### config.mk
export PLATFORM = sky130hd
export DESIGN_NAME = cave_cellular_smoothing_top
export DESIGN_NICKNAME = d
export VERILOG_FILES = /design/src/design/ccs_pkg.sv /design/src/design/ccs_front.sv /design/src/design/ccs_queue.sv /design/src/design/ccs_back.sv /design/src/design/cave_cellular_smoothing_top.sv
export SDC_FILE = /design/constraint.sdc
export NUM_CORES = 1
export LEC_CHECK = 0
export CAP_MARGIN = 20
export CORE_UTILIZATION = 27
export DETAILED_ROUTE_END_ITERATION = 8
export DONT_BUFFER_PORTS = 1
export PLACE_DENSITY = 0.44
export SKIP_LAST_GASP = 1
export SYNTH_ARGS = -nofsm -noshare
export SYNTH_HDL_FRONTEND = slang
export SYNTH_SLANG_ARGS = --single-unit
### constraint.sdc
create_clock -name i_clk -period 12.81 [get_ports i_clk]
set_input_delay 3.2025 -clock i_clk [delete_from_list [all_inputs] [get_ports i_clk]]
set_output_delay 3.2025 -clock i_clk [all_outputs]
set_load 0.01 [all_outputs]
### src/design/ccs_pkg.sv
package ccs_pkg;

    localparam int LEN_W      = 9;
    localparam int CNT_W      = 13;
    localparam int IN_LINE_W  = 13;
    localparam int OUT_LINE_W = 12;
    localparam int CFG_W      = 13;
    localparam int CFG_IDX_W  = 1;
    localparam int COUNT_W    = 4;
    localparam int QUEUE_DEPTH = 4;

    localparam logic [LEN_W-1:0]   LEN_MIN   = 9'd3;
    localparam logic [LEN_W-1:0]   LEN_RESET = 9'd64;
    localparam logic [CNT_W-1:0]   CNT_MIN   = 13'd3;
    localparam logic [CNT_W-1:0]   CNT_MAX   = 13'd4096;
    localparam logic [CNT_W-1:0]   CNT_RESET = 13'd64;
    localparam logic [COUNT_W-1:0] KEEP_COUNT = 4'd4;
    localparam logic [COUNT_W-1:0] BORDER_ROW_COUNT = 4'd3;

    localparam logic MODE_CELL  = 1'b0;
    localparam logic MODE_FLUSH = 1'b1;

    typedef enum logic [CFG_IDX_W-1:0] {
        REG_LINE_LENGTH = 1'b0,
        REG_LINE_COUNT  = 1'b1
    } t_reg_idx;

    typedef struct packed {
        logic mode;
        logic cell_req;
    } t_in_item;

    typedef struct packed {
        logic smoothed;
        logic last;
    } t_out_item;

    typedef struct packed {
        logic act;
        logic raw_wr;
        logic x_first;
        logic y_first;
        logic line_end;
        logic calc;
        logic last;
        logic v;
        logic recent;
        logic older;
    } t_cmd_flags;

endpackage

### src/design/ccs_front.sv
module ccs_front
    import ccs_pkg::*;
#(
    parameter int MAX_LINE = 256
) (
    input  logic                          i_clk,
    input  logic                          i_rst_n,
    input  logic                          i_cfg_we,
    input  logic [CFG_IDX_W-1:0]          i_cfg_index,
    input  logic [CFG_W-1:0]              i_cfg_wdata,
    input  logic                          i_valid,
    input  t_in_item                      i_data,
    input  logic                          i_full,
    output logic                          o_push,
    output t_cmd_flags                    o_flags,
    output logic [$clog2(MAX_LINE)-1:0]   o_wr_col,
    output logic [$clog2(MAX_LINE)-1:0]   o_rd_col
);

    localparam int CW   = $clog2(MAX_LINE);
    localparam int PW   = CW + 1;
    localparam int NW   = $clog2(MAX_LINE + 1);
    localparam int CMPW = (NW > LEN_W) ? NW : LEN_W;

    logic [LEN_W-1:0]      r_line_length;
    logic [CNT_W-1:0]      r_line_count;
    logic [IN_LINE_W-1:0]  r_in_line;
    logic [CW-1:0]         r_in_cell;
    logic [OUT_LINE_W-1:0] r_out_line;
    logic [CW-1:0]         r_out_cell;
    logic [1:0]            r_win;

    logic [CMPW-1:0]  len_ext;
    logic [NW-1:0]    n_len;
    logic [PW-1:0]    n_p;
    logic [CNT_W-1:0] n_cnt;
    logic             acc;
    logic             active;
    logic             is_cell;
    logic             v;
    logic [PW-1:0]    in_nxt;
    logic [PW-1:0]    y_nxt;
    logic             line_end;
    logic [CNT_W-1:0] x_ext;
    logic [CNT_W-1:0] x_nxt;
    logic             map_last;

    function automatic logic [CW-1:0] slot(input logic [PW-1:0] c);
        if (c >= PW'(MAX_LINE)) begin
            return CW'(MAX_LINE - 1);
        end else begin
            return c[CW-1:0];
        end
    endfunction

    always_comb begin
        len_ext = CMPW'(r_line_length);
        if (len_ext < CMPW'(LEN_MIN)) begin
            n_len = NW'(LEN_MIN);
        end else if (len_ext > CMPW'(MAX_LINE)) begin
            n_len = NW'(MAX_LINE);
        end else begin
            n_len = NW'(len_ext);
        end
        n_p = PW'(n_len);

        if (r_line_count < CNT_MIN) begin
            n_cnt = CNT_MIN;
        end else if (r_line_count > CNT_MAX) begin
            n_cnt = CNT_MAX;
        end else begin
            n_cnt = r_line_count;
        end
    end

    assign acc      = i_valid && !i_full;
    assign active   = (r_in_line >= IN_LINE_W'(2)) ||
                      (r_in_line == IN_LINE_W'(1) && r_in_cell != '0);
    assign is_cell  = r_in_line < n_cnt;
    assign v        = is_cell && (i_data.mode == MODE_CELL) && i_data.cell_req;
    assign in_nxt   = PW'(r_in_cell) + PW'(1);
    assign y_nxt    = PW'(r_out_cell) + PW'(1);
    assign line_end = y_nxt >= n_p;
    assign x_ext    = CNT_W'(r_out_line);
    assign x_nxt    = x_ext + CNT_W'(1);
    assign map_last = (x_ext >= n_cnt) || (x_nxt >= n_cnt && line_end);

    always_comb begin
        o_flags.act      = active;
        o_flags.raw_wr   = !active && (r_in_line == '0);
        o_flags.x_first  = (r_out_line == '0);
        o_flags.y_first  = (r_out_cell == '0);
        o_flags.line_end = line_end;
        o_flags.calc     = (x_nxt < n_cnt) && !line_end;
        o_flags.last     = map_last;
        o_flags.v        = v;
        o_flags.recent   = r_win[0];
        o_flags.older    = r_win[1];
        o_wr_col         = active ? slot(PW'(r_out_cell)) : slot(PW'(r_in_cell));
        o_rd_col         = slot(y_nxt);
    end

    assign o_push = acc;

    always_ff @(posedge i_clk) begin
        if (!i_rst_n) begin
            r_line_length <= LEN_RESET;
            r_line_count  <= CNT_RESET;
            r_in_line     <= '0;
            r_in_cell     <= '0;
            r_out_line    <= '0;
            r_out_cell    <= '0;
            r_win         <= '0;
        end else begin
            if (i_cfg_we) begin
                case (t_reg_idx'(i_cfg_index))
                    REG_LINE_LENGTH: r_line_length <= i_cfg_wdata[LEN_W-1:0];
                    REG_LINE_COUNT:  r_line_count  <= i_cfg_wdata[CNT_W-1:0];
                    default: ;
                endcase
            end
            if (acc) begin
                if (active && map_last) begin
                    r_in_line  <= '0;
                    r_in_cell  <= '0;
                    r_out_line <= '0;
                    r_out_cell <= '0;
                    r_win      <= '0;
                end else begin
                    if (active) begin
                        if (line_end) begin
                            r_out_cell <= '0;
                            r_out_line <= r_out_line + OUT_LINE_W'(1);
                        end else begin
                            r_out_cell <= y_nxt[CW-1:0];
                        end
                    end
                    r_win <= {r_win[0], v};
                    if (in_nxt >= n_p) begin
                        r_in_cell <= '0;
                        r_in_line <= r_in_line + IN_LINE_W'(1);
                    end else begin
                        r_in_cell <= in_nxt[CW-1:0];
                    end
                end
            end
        end
    end

endmodule

### src/design/ccs_queue.sv
module ccs_queue
    import ccs_pkg::*;
#(
    parameter int W     = 1,
    parameter int DEPTH = 2
) (
    input  logic         i_clk,
    input  logic         i_rst_n,
    input  logic         i_push,
    input  logic [W-1:0] i_data,
    input  logic         i_pop,
    output logic         o_valid,
    output logic         o_full,
    output logic [W-1:0] o_data
);

    localparam int AW = (DEPTH > 1) ? $clog2(DEPTH) : 1;
    localparam int NW = $clog2(DEPTH + 1);

    logic [W-1:0]  r_mem [DEPTH];
    logic [AW-1:0] r_wp;
    logic [AW-1:0] r_rp;
    logic [NW-1:0] r_cnt;
    logic          do_push;
    logic          do_pop;

    assign o_valid = (r_cnt != '0);
    assign o_full  = (r_cnt == NW'(DEPTH));
    assign o_data  = r_mem[r_rp];
    assign do_push = i_push && !o_full;
    assign do_pop  = i_pop && o_valid;

    always_ff @(posedge i_clk) begin
        if (do_push) begin
            r_mem[r_wp] <= i_data;
        end
    end

    always_ff @(posedge i_clk) begin
        if (!i_rst_n) begin
            r_wp  <= '0;
            r_rp  <= '0;
            r_cnt <= '0;
        end else begin
            if (do_push) begin
                r_wp <= (r_wp == AW'(DEPTH - 1)) ? '0 : r_wp + AW'(1);
            end
            if (do_pop) begin
                r_rp <= (r_rp == AW'(DEPTH - 1)) ? '0 : r_rp + AW'(1);
            end
            if (do_push && !do_pop) begin
                r_cnt <= r_cnt + NW'(1);
            end else if (do_pop && !do_push) begin
                r_cnt <= r_cnt - NW'(1);
            end
        end
    end

endmodule

### src/design/ccs_back.sv
module ccs_back
    import ccs_pkg::*;
#(
    parameter int MAX_LINE = 256
) (
    input  logic                        i_clk,
    input  logic                        i_rst_n,
    input  logic                        i_q_valid,
    input  t_cmd_flags                  i_q_flags,
    input  logic [$clog2(MAX_LINE)-1:0] i_q_wr_col,
    input  logic [$clog2(MAX_LINE)-1:0] i_q_rd_col,
    output logic                        o_pop,
    output logic                        o_valid,
    input  logic                        i_stall,
    output t_out_item                   o_data
);

    localparam int CW = $clog2(MAX_LINE);

    logic          r_raw_mem  [MAX_LINE];
    logic          r_prev_mem [MAX_LINE];

    logic          r_b1_valid;
    t_cmd_flags    r_b1_flags;
    logic [CW-1:0] r_b1_wr_col;
    logic          r_rd_raw;
    logic          r_rd_prev;
    logic          r_raw0;
    logic          r_raw_hold;
    logic          r_p0;
    logic          r_pl;
    logic          r_pm;
    logic          r_left;
    logic          r_pend;
    logic [CW-1:0] r_pend_col;
    logic          r_out_valid;
    t_out_item     r_out_data;

    logic               out_ready;
    logic               fire;
    logic               here;
    logic               pm;
    logic [COUNT_W-1:0] up_cnt;
    logic [COUNT_W-1:0] cnt;
    logic               result;
    logic               raw_we;
    logic [CW-1:0]      raw_wa;
    logic               raw_wd;
    logic               prev_we;
    logic [CW-1:0]      prev_wa;
    logic               prev_wd;

    assign out_ready = !r_out_valid || !i_stall;
    assign fire      = r_b1_valid && (!r_b1_flags.act || out_ready);
    assign o_pop     = i_q_valid && (!r_b1_valid || fire);

    always_comb begin
        here   = r_b1_flags.y_first ? r_raw0 : r_raw_hold;
        pm     = r_b1_flags.y_first ? r_p0 : r_pm;
        up_cnt = r_b1_flags.x_first ? BORDER_ROW_COUNT
               : COUNT_W'(r_b1_flags.y_first | r_pl) + COUNT_W'(pm) + COUNT_W'(r_rd_prev);
        cnt    = up_cnt
               + COUNT_W'(r_b1_flags.y_first | r_left)
               + COUNT_W'(r_rd_raw)
               + COUNT_W'(r_b1_flags.y_first | r_b1_flags.older)
               + COUNT_W'(r_b1_flags.recent)
               + COUNT_W'(r_b1_flags.v);
        if (!r_b1_flags.calc) begin
            result = here;
        end else if (cnt > KEEP_COUNT) begin
            result = 1'b1;
        end else if (cnt < KEEP_COUNT) begin
            result = 1'b0;
        end else begin
            result = here;
        end

        raw_we  = fire && (r_b1_flags.act || r_b1_flags.raw_wr);
        raw_wa  = r_b1_wr_col;
        raw_wd  = r_b1_flags.act ? r_b1_flags.recent : r_b1_flags.v;

        // end-of-line cell of the smoothed line is written one step late
        prev_we = fire && r_b1_flags.act && (!r_b1_flags.y_first || r_pend);
        prev_wa = r_b1_flags.y_first ? r_pend_col : r_b1_wr_col - CW'(1);
        prev_wd = r_left;
    end

    always_ff @(posedge i_clk) begin
        if (raw_we) begin
            r_raw_mem[raw_wa] <= raw_wd;
        end
        if (prev_we) begin
            r_prev_mem[prev_wa] <= prev_wd;
        end
        if (o_pop) begin
            r_rd_raw  <= (raw_we && raw_wa == i_q_rd_col) ? raw_wd : r_raw_mem[i_q_rd_col];
            r_rd_prev <= (prev_we && prev_wa == i_q_rd_col) ? prev_wd
                                                            : r_prev_mem[i_q_rd_col];
        end
    end

    always_ff @(posedge i_clk) begin
        if (o_pop) begin
            r_b1_flags  <= i_q_flags;
            r_b1_wr_col <= i_q_wr_col;
        end
        if (raw_we && raw_wa == '0) begin
            r_raw0 <= raw_wd;
        end
        if (prev_we && prev_wa == '0) begin
            r_p0 <= prev_wd;
        end
        if (fire && r_b1_flags.act) begin
            r_raw_hold <= r_rd_raw;
            r_pl       <= pm;
            r_pm       <= r_rd_prev;
            r_left     <= result;
            r_out_data <= '{smoothed: result, last: r_b1_flags.last};
            if (r_b1_flags.line_end) begin
                r_pend_col <= r_b1_wr_col;
            end
        end
    end

    always_ff @(posedge i_clk) begin
        if (!i_rst_n) begin
            r_b1_valid  <= 1'b0;
            r_out_valid <= 1'b0;
            r_pend      <= 1'b0;
        end else begin
            if (o_pop) begin
                r_b1_valid <= 1'b1;
            end else if (fire) begin
                r_b1_valid <= 1'b0;
            end
            if (fire && r_b1_flags.act) begin
                r_out_valid <= 1'b1;
                if (r_b1_flags.line_end) begin
                    r_pend <= 1'b1;
                end else if (r_b1_flags.y_first) begin
                    r_pend <= 1'b0;
                end
            end else if (!i_stall) begin
                r_out_valid <= 1'b0;
            end
        end
    end

    assign o_valid = r_out_valid;
    assign o_data  = r_out_data;

endmodule

### src/design/cave_cellular_smoothing_top.sv
// One streamed pass of 4-5 rule cave smoothing over a binary wall map sent in scan order,
// line by line. The block takes one transaction per clock cycle while the output is not
// stalled: the front end tracks map position and queues one command per transaction
// (4 deep), and the back end does the whole 8-neighbour count of a cell combinationally
// with a single read and a single write per line buffer (two 1-bit buffers of MAX_LINE
// entries), so one cell leaves per cycle while the output is not stalled. A result passes
// through the queue, the back-end command register and the output register; it is tied
// to the cell one line plus one cell earlier in the stream: a map of N cells per line and
// L lines needs N*L cell transactions followed by N+1 flush transactions, and the final
// result carries last. Out-of-map neighbours count as walls; the last line and last
// column pass through unchanged. Line length and count registers apply at once and must
// be written only while the block is idle; no initialization pass is needed after reset.
module cave_cellular_smoothing_top
    import ccs_pkg::*;
#(
    parameter int MAX_LINE = 256
) (
    input  logic                 i_clk,
    input  logic                 i_rst_n,
    input  logic                 i_cfg_we,
    input  logic [CFG_IDX_W-1:0] i_cfg_index,
    input  logic [CFG_W-1:0]     i_cfg_wdata,
    input  logic                 i_in_valid,
    output logic                 o_in_stall,
    input  t_in_item             i_in_data,
    output logic                 o_out_valid,
    input  logic                 i_out_stall,
    output t_out_item            o_out_data
);

    localparam int CW = $clog2(MAX_LINE);
    localparam int FW = $bits(t_cmd_flags);
    localparam int QW = FW + 2 * CW;

    logic          push;
    t_cmd_flags    f_flags;
    logic [CW-1:0] f_wr_col;
    logic [CW-1:0] f_rd_col;
    logic [QW-1:0] q_din;
    logic [QW-1:0] q_dout;
    logic          q_valid;
    logic          q_full;
    logic          pop;
    t_cmd_flags    q_flags;
    logic [CW-1:0] q_wr_col;
    logic [CW-1:0] q_rd_col;

    ccs_front #(.MAX_LINE(MAX_LINE)) u_front (
        .i_clk       (i_clk),
        .i_rst_n     (i_rst_n),
        .i_cfg_we    (i_cfg_we),
        .i_cfg_index (i_cfg_index),
        .i_cfg_wdata (i_cfg_wdata),
        .i_valid     (i_in_valid),
        .i_data      (i_in_data),
        .i_full      (q_full),
        .o_push      (push),
        .o_flags     (f_flags),
        .o_wr_col    (f_wr_col),
        .o_rd_col    (f_rd_col)
    );

    assign q_din = {f_flags, f_wr_col, f_rd_col};

    ccs_queue #(.W(QW), .DEPTH(QUEUE_DEPTH)) u_queue (
        .i_clk   (i_clk),
        .i_rst_n (i_rst_n),
        .i_push  (push),
        .i_data  (q_din),
        .i_pop   (pop),
        .o_valid (q_valid),
        .o_full  (q_full),
        .o_data  (q_dout)
    );

    assign q_flags  = t_cmd_flags'(q_dout[QW-1 -: FW]);
    assign q_wr_col = q_dout[2*CW-1 -: CW];
    assign q_rd_col = q_dout[CW-1:0];

    ccs_back #(.MAX_LINE(MAX_LINE)) u_back (
        .i_clk      (i_clk),
        .i_rst_n    (i_rst_n),
        .i_q_valid  (q_valid),
        .i_q_flags  (q_flags),
        .i_q_wr_col (q_wr_col),
        .i_q_rd_col (q_rd_col),
        .o_pop      (pop),
        .o_valid    (o_out_valid),
        .i_stall    (i_out_stall),
        .o_data     (o_out_data)
    );

    assign o_in_stall = q_full;

endmodule

== After elaboration in Yosys (flattened, before gate mapping) ==
Memories as Yosys holds them, arrays and structs flattened. A register that Yosys moved wholly into a read port is not among the register bits.
Index checks and enable logic that the tools add are counted.
Storage, ports and cells
  register bits after elaboration: 108
  latch bits: 0
  memory bits (writable): 616
  ROM bits: 0
  bits of input ports: 21
  output and inout bits: 4
  memories: 3
Operators by class
  add/sub/neg operators: 17
  $mul: 0
  divide/modulo/power cells: 0
  $lt $le $gt $ge: 14
  equal/unequal tests: 5
  shifts and indexed selects: 0
  muxes and demuxes: 43
  bitwise operators: 5
  reductions and logical operators: 56
Memory list
  u_back.r_prev_mem: depth 256, width 1, read ports 1, clocked after memory_dff 1, wr ports 1, RTL line ccs_back.sv:21  | logic r_prev_mem [MAX_LINE];
  u_back.r_raw_mem: depth 256, width 1, read ports 1, clocked after memory_dff 1, wr ports 1, RTL line ccs_back.sv:20  | logic r_raw_mem [MAX_LINE];
  u_queue.r_mem: depth 4, width 26, read ports 1, clocked after memory_dff 1, wr ports 1, RTL line ccs_queue.sv:20  | logic [W-1:0] r_mem [DEPTH];
Operators by type and width (number)
  $mux W8: 8
  $mux W13: 4
  $mux W12: 3
  $lt A13 B13 Y1: 2
  $logic_not A8 Y1: 3
  $add A4 B1 Y4: 5
  $logic_and A1 B1 Y1: 19
  $add A8 B1 Y9 const B: 2
  $ge A9 B9 Y1: 2
  $mux W1: 18
  $mux W9: 2
  $add A12 B1 Y13 const B: 1
  $add A13 B1 Y13 const B: 1
  $eq A13 B1 Y1 const B: 1
  $ge A12 B13 Y1: 1
  $ge A13 B13 Y1: 1
  $ge A13 B2 Y1 const B: 1
  $gt A13 B13 Y1 const B: 1
  $logic_not A13 Y1: 1
  $lt A13 B2 Y1 const B: 1
  $add A12 B1 Y12 const B: 1
  $logic_not A12 Y1: 1
  $reduce_and A2 Y1: 6
  $reduce_bool A2 Y1: 6
  23 further kinds: 49

== Longest topological paths before layout ==
  depth after elaboration: 13
  depth in mapped cells: 16
  depth with buffers taken out: 16

== By module ==
Synthesis repeated with hierarchy kept, for this count alone.
Unflattened totals
  cell total of the unflattened synthesis: 2523
  area, all modules: 33507.1 sq um
By module, submodules not included
  ccs_back: times used 1, cells each 1678, area an instance 24140.7 sq um, sequential area each 16425.8 sq um
  ccs_front: times used 1, cells each 658, area an instance 5087.4 sq um, sequential area each 1301.2 sq um
  ccs_queue: times used 1, cells each 187, area an instance 4279.1 sq um, sequential area each 3303.2 sq um

== Least setup slack after synthesis ==
OpenSTA, ideal clock, no wires.
  kind: register to register
  start: reg u_back.r_b1_flags[9] (netlist bit)
  end: mem u_back.r_raw_mem[0], data pin
  data arrival time: 10.416 ns
  data required time: 10.613 ns
  slack: 0.198 ns
  stages on the path, launching flop included: 2
  path buffers: 0
  path through: edfxtp_1 -> o21ai_0
Between the ends
  cells in the longest elaborated chain, start to end: 1
RTL lines
  start, declared: RTL line ccs_back.sv:24  | t_cmd_flags r_b1_flags;
  start signal, assigned: RTL line ccs_back.sv:104  | r_b1_flags <= i_q_flags;
  $mux W1: RTL line ccs_back.sv:80  | raw_wd = r_b1_flags.act ? r_b1_flags.recent : r_b1_flags.v;
  named net u_back.raw_wd: RTL line ccs_back.sv:48  | logic raw_wd;
  end, declared: RTL line ccs_back.sv:20
The timed path passes the listed nets, and every way through them passes these cells.

== Worst setup path in the final report ==
  start: reg u_queue.r_cnt[2]
  end: out o_in_stall
Between the ends
  cells in the longest elaborated chain, start to end: 1
RTL lines
  start, declared: RTL line ccs_queue.sv:23  | logic [NW-1:0] r_cnt;
  start signal, assigned: RTL line ccs_queue.sv:52  | r_cnt <= r_cnt + NW'(1);
  start signal, assigned: RTL line ccs_queue.sv:54  | r_cnt <= r_cnt - NW'(1);
  $eq A3 B3 Y1: RTL line ccs_queue.sv:28  | assign o_full = (r_cnt == NW'(DEPTH));
  end, declared: RTL line cave_cellular_smoothing_top.sv:24  | output logic o_in_stall,
Every way passes these cells.

==> flow_metrics.tcl <==
set metrics [dict create \
    status "finished, final reports clean" \
    portBuffers 0 \
    grt_setup_unrepaired "false" \
    final_antenna_net_count 0 \
    powerDensity_nw_per_um2 199 \
    worst_slack_ps 7940 \
    synthArstFlopShare_pct 0 \
    cts_resized 0 \
    setup_viol 0 \
    critPathRequiredTime_ps 9610 \
    nNetsFinal 2805 \
    use_met2_pct 24.0 \
    routed_via_density 4.83 \
    power.total_mw 7.54 \
    syn_area_um2 33500 \
    wl_per_cell_um 20.1 \
    synth.distinct_cells 63 \
    die_width_um 354 \
    core-area_um2 123000 \
    drt-total-wl_um 88200 \
    area.growth.synth_to_final_pct 13.0 \
    tritoncts "done" \
    hold_path.class "reg -> reg" \
    drc_errors 0 \
    grt-ovfl-total 0 \
    io_pins 25 \
    cts_made_buffers 84 \
    cap_violations 0 \
    cts_setup_buffers 0 \
    antenna_found_initial 0 \
    start_util_pct 27.4 \
    die_h_um 354 \
    synth_cells 2748 \
    leakagePower_nw 13.5 \
    synth_warnings 0 \
    num_vias 21200 \
    ys_ff_latch 726 \
    path_cells "nor3b_1" \
    cp.depth 1 \
    synth_edf_count 649 \
    slew_headroom_pct 11.9 \
    crit_path_end_kind "output port" \
    syn-num-nets 2852 \
    first_global_vias 21700 \
    start_kind "flip-flop" \
    place_ws_ps 7270 \
    drtIter0Drc 1745 \
    fin_tns_setup_ps 0 \
    clk_latency_ps 640 \
    row_count 128 \
    met1_usage_pct 17.8 \
    final.min_clock_period_ps 4870 \
    crit_family "simple AND/OR/NAND/NOR gates" \
    diodes 0 \
    place.detailed.hpwl_um 51800 \
    grt_pass1_wl_um 133000 \
    grt_max_degree 258 \
    dieArea_um2 126000 \
    cts.htree.levels 3 \
    clock_skew_ps 20.7 \
    fmax_ghz 0.205 \
    whs_ps 441 \
    slowest_delay_ps 650 \
    ctsHoldBuffers 0 \
    crit_type "reg -> out" \
    crit_buf_inv 0 \
    vdd_ir_drop_max_mv 0.253 \
    root_buffer "clkbuf_16" \
    drive_above_1_share_pct 8.10 \
    min_path_cells 0 \
    gp_congestion 0.778 \
    ys_seq_area_share_pct 62.7 \
    slew_viol_final 0 \
    worst_slew_pin_slew_ps 1320 \
    dr.pass1.iters 5 \
    reg2reg_depth 12 \
    hold_viol 0 \
    placed_area_um2 35100 \
    synth_flop_cell "edfxtp_1" \
    slowest_stage "nor3b_1" \
    grt_usage_pct 13.9 \
    crit_fanout 5 \
    met3_usage_pct 2.08 \
    arrival_ps 1670 \
    finalCritPeriodShare_pct 38.0 \
    clk_pin_slew_worst_paths_ps 60 \
    fin_area_um2 37900 \
    n_fill_cell 12400 \
    clockBufferDepth 3 \
    cts.sinks 726 \
    grt-busiest-layer "met2" \
    avgSynthCellArea_um2 12.2 \
]
-- cell type report --
class | instances | area (um2) | area share (%)
Sequential cell | 726 | 21000 | 55.6
Multi-Input combinational cell | 1800 | 11500 | 30.4
Clock buffer | 109 | 2250 | 5.96
Tap cell | 1625 | 2030 | 5.37
Clock inverter | 43 | 437 | 1.15
Timing Repair Buffer | 43 | 425 | 1.12
Inverter | 46 | 173 | 0.456
-- sequential cells by signal, indices dropped and copies added (netlist names), 9 cells and up, named ones only --
register	flops
u_back.r_b1_flags	10
u_front.r_in_line	13
u_front.r_line_count	13
u_back.r_prev_mem	256
u_front.len_ext	9
u_queue.r_mem	104
u_front.r_out_line	12
u_back.r_raw_mem	256
-- synth_stat cells (18+ instances only) --
cell	count	area, um2
a211oi_1	21	158
a21o_1	22	165
a21oi_1	71	355
a31oi_1	52	325
buf_6	20	225
clkbuf_1	131	492
dfxtp_1	77	1540
edfxtp_1	649	19500
ha_1	78	976
inv_1	40	150
mux2i_1	254	2540
mux4_2	25	563
nand2_1	259	972
nand3_1	52	260
nand4_1	18	113
nor2_1	593	2230
nor2b_1	18	113
nor3_1	25	125
o21ai_0	24	120
o221ai_1	73	639
xnor2_1	25	219
xor2_1	21	184
-- per-stage QoR --
step | util [%] | instances
after floorplan | - | 2748
after global placement | 28.6 | 4232
after detailed placement | 28.7 | 4236
after CTS | 30.8 | 4388
after global routing | 30.9 | 4392
final | 30.9 | 4392
-- metal layers --
layer	routed length, um	up-vias
li1	-	9922
met4	1810	0
met2	43900	483
met3	4200	116
met5	0	-
met1	38300	10700
-- where the power goes --
group | switching [mW] | total, mW | leakage, nW | internal, mW
clock network | 0.971 | 2.34 | 1.31 | 1.37
logic | 1.48 | 2.08 | 5.74 | 0.602
registers | 0.117 | 3.12 | 6.47 | 3.00
-- kinds of logic (layout without fill, tap and decap cells) --
| logic type | after synthesis | after routing | share of synthesized area, % |
|---|---|---|---|
| compound gates | 328 | 328 | 6.79 |
| buf+inv | 222 | 241 | 3.04 |
| xor+xnor | 46 | 46 | 1.20 |
| mux | 307 | 307 | 10.2 |
| fa+ha+maj | 83 | 83 | 3.21 |
| flops | 726 | 726 | 62.7 |
| simple gates | 1036 | 1036 | 12.8 |
-- worst paths after layout --
path | start | endpoint | slack, ps
setup / recovery | u_queue.r_cnt[2]$_SDFFE_PN0P_ | o_in_stall | 7940
hold reg to reg | u_back.r_b1_flags[3]$_DFFE_PP_ | u_back.o_data[0]$_DFFE_PP_ | 440
hold / removal | u_back.r_b1_flags[3]$_DFFE_PP_ | u_back.o_data[0]$_DFFE_PP_ | 440
setup reg to reg | flip-flop | u_back.r_rd_raw$_DFFE_PP_ | 8030
-- cells in the final DEF (no fill, tap or decap), types with 13 or more instances in the layout --
cell type | Yosys | final
a211oi_1 | 21 | 21
a21o_1 | 22 | 22
a21oi_1 | 71 | 71
a31oi_1 | 52 | 52
buf_4 | 6 | 33
clkbuf_1 | 131 | 19
clkbuf_16 | 0 | 85
clkinv_1 | 2 | 14
dfxtp_1 | 77 | 76
edfxtp_1 | 649 | 649
ha_1 | 78 | 78
inv_1 | 40 | 40
mux2_1 | 13 | 13
mux2i_1 | 254 | 253
mux4_2 | 25 | 23
nand2_1 | 259 | 259
nand2b_1 | 14 | 13
nand3_1 | 52 | 52
nand4_1 | 18 | 18
nor2_1 | 593 | 593
nor2b_1 | 18 | 18
nor3_1 | 25 | 25
o21ai_0 | 24 | 23
o221ai_1 | 73 | 73
xnor2_1 | 25 | 25
xor2_1 | 21 | 21
Power figures use the tool's default switching activity.
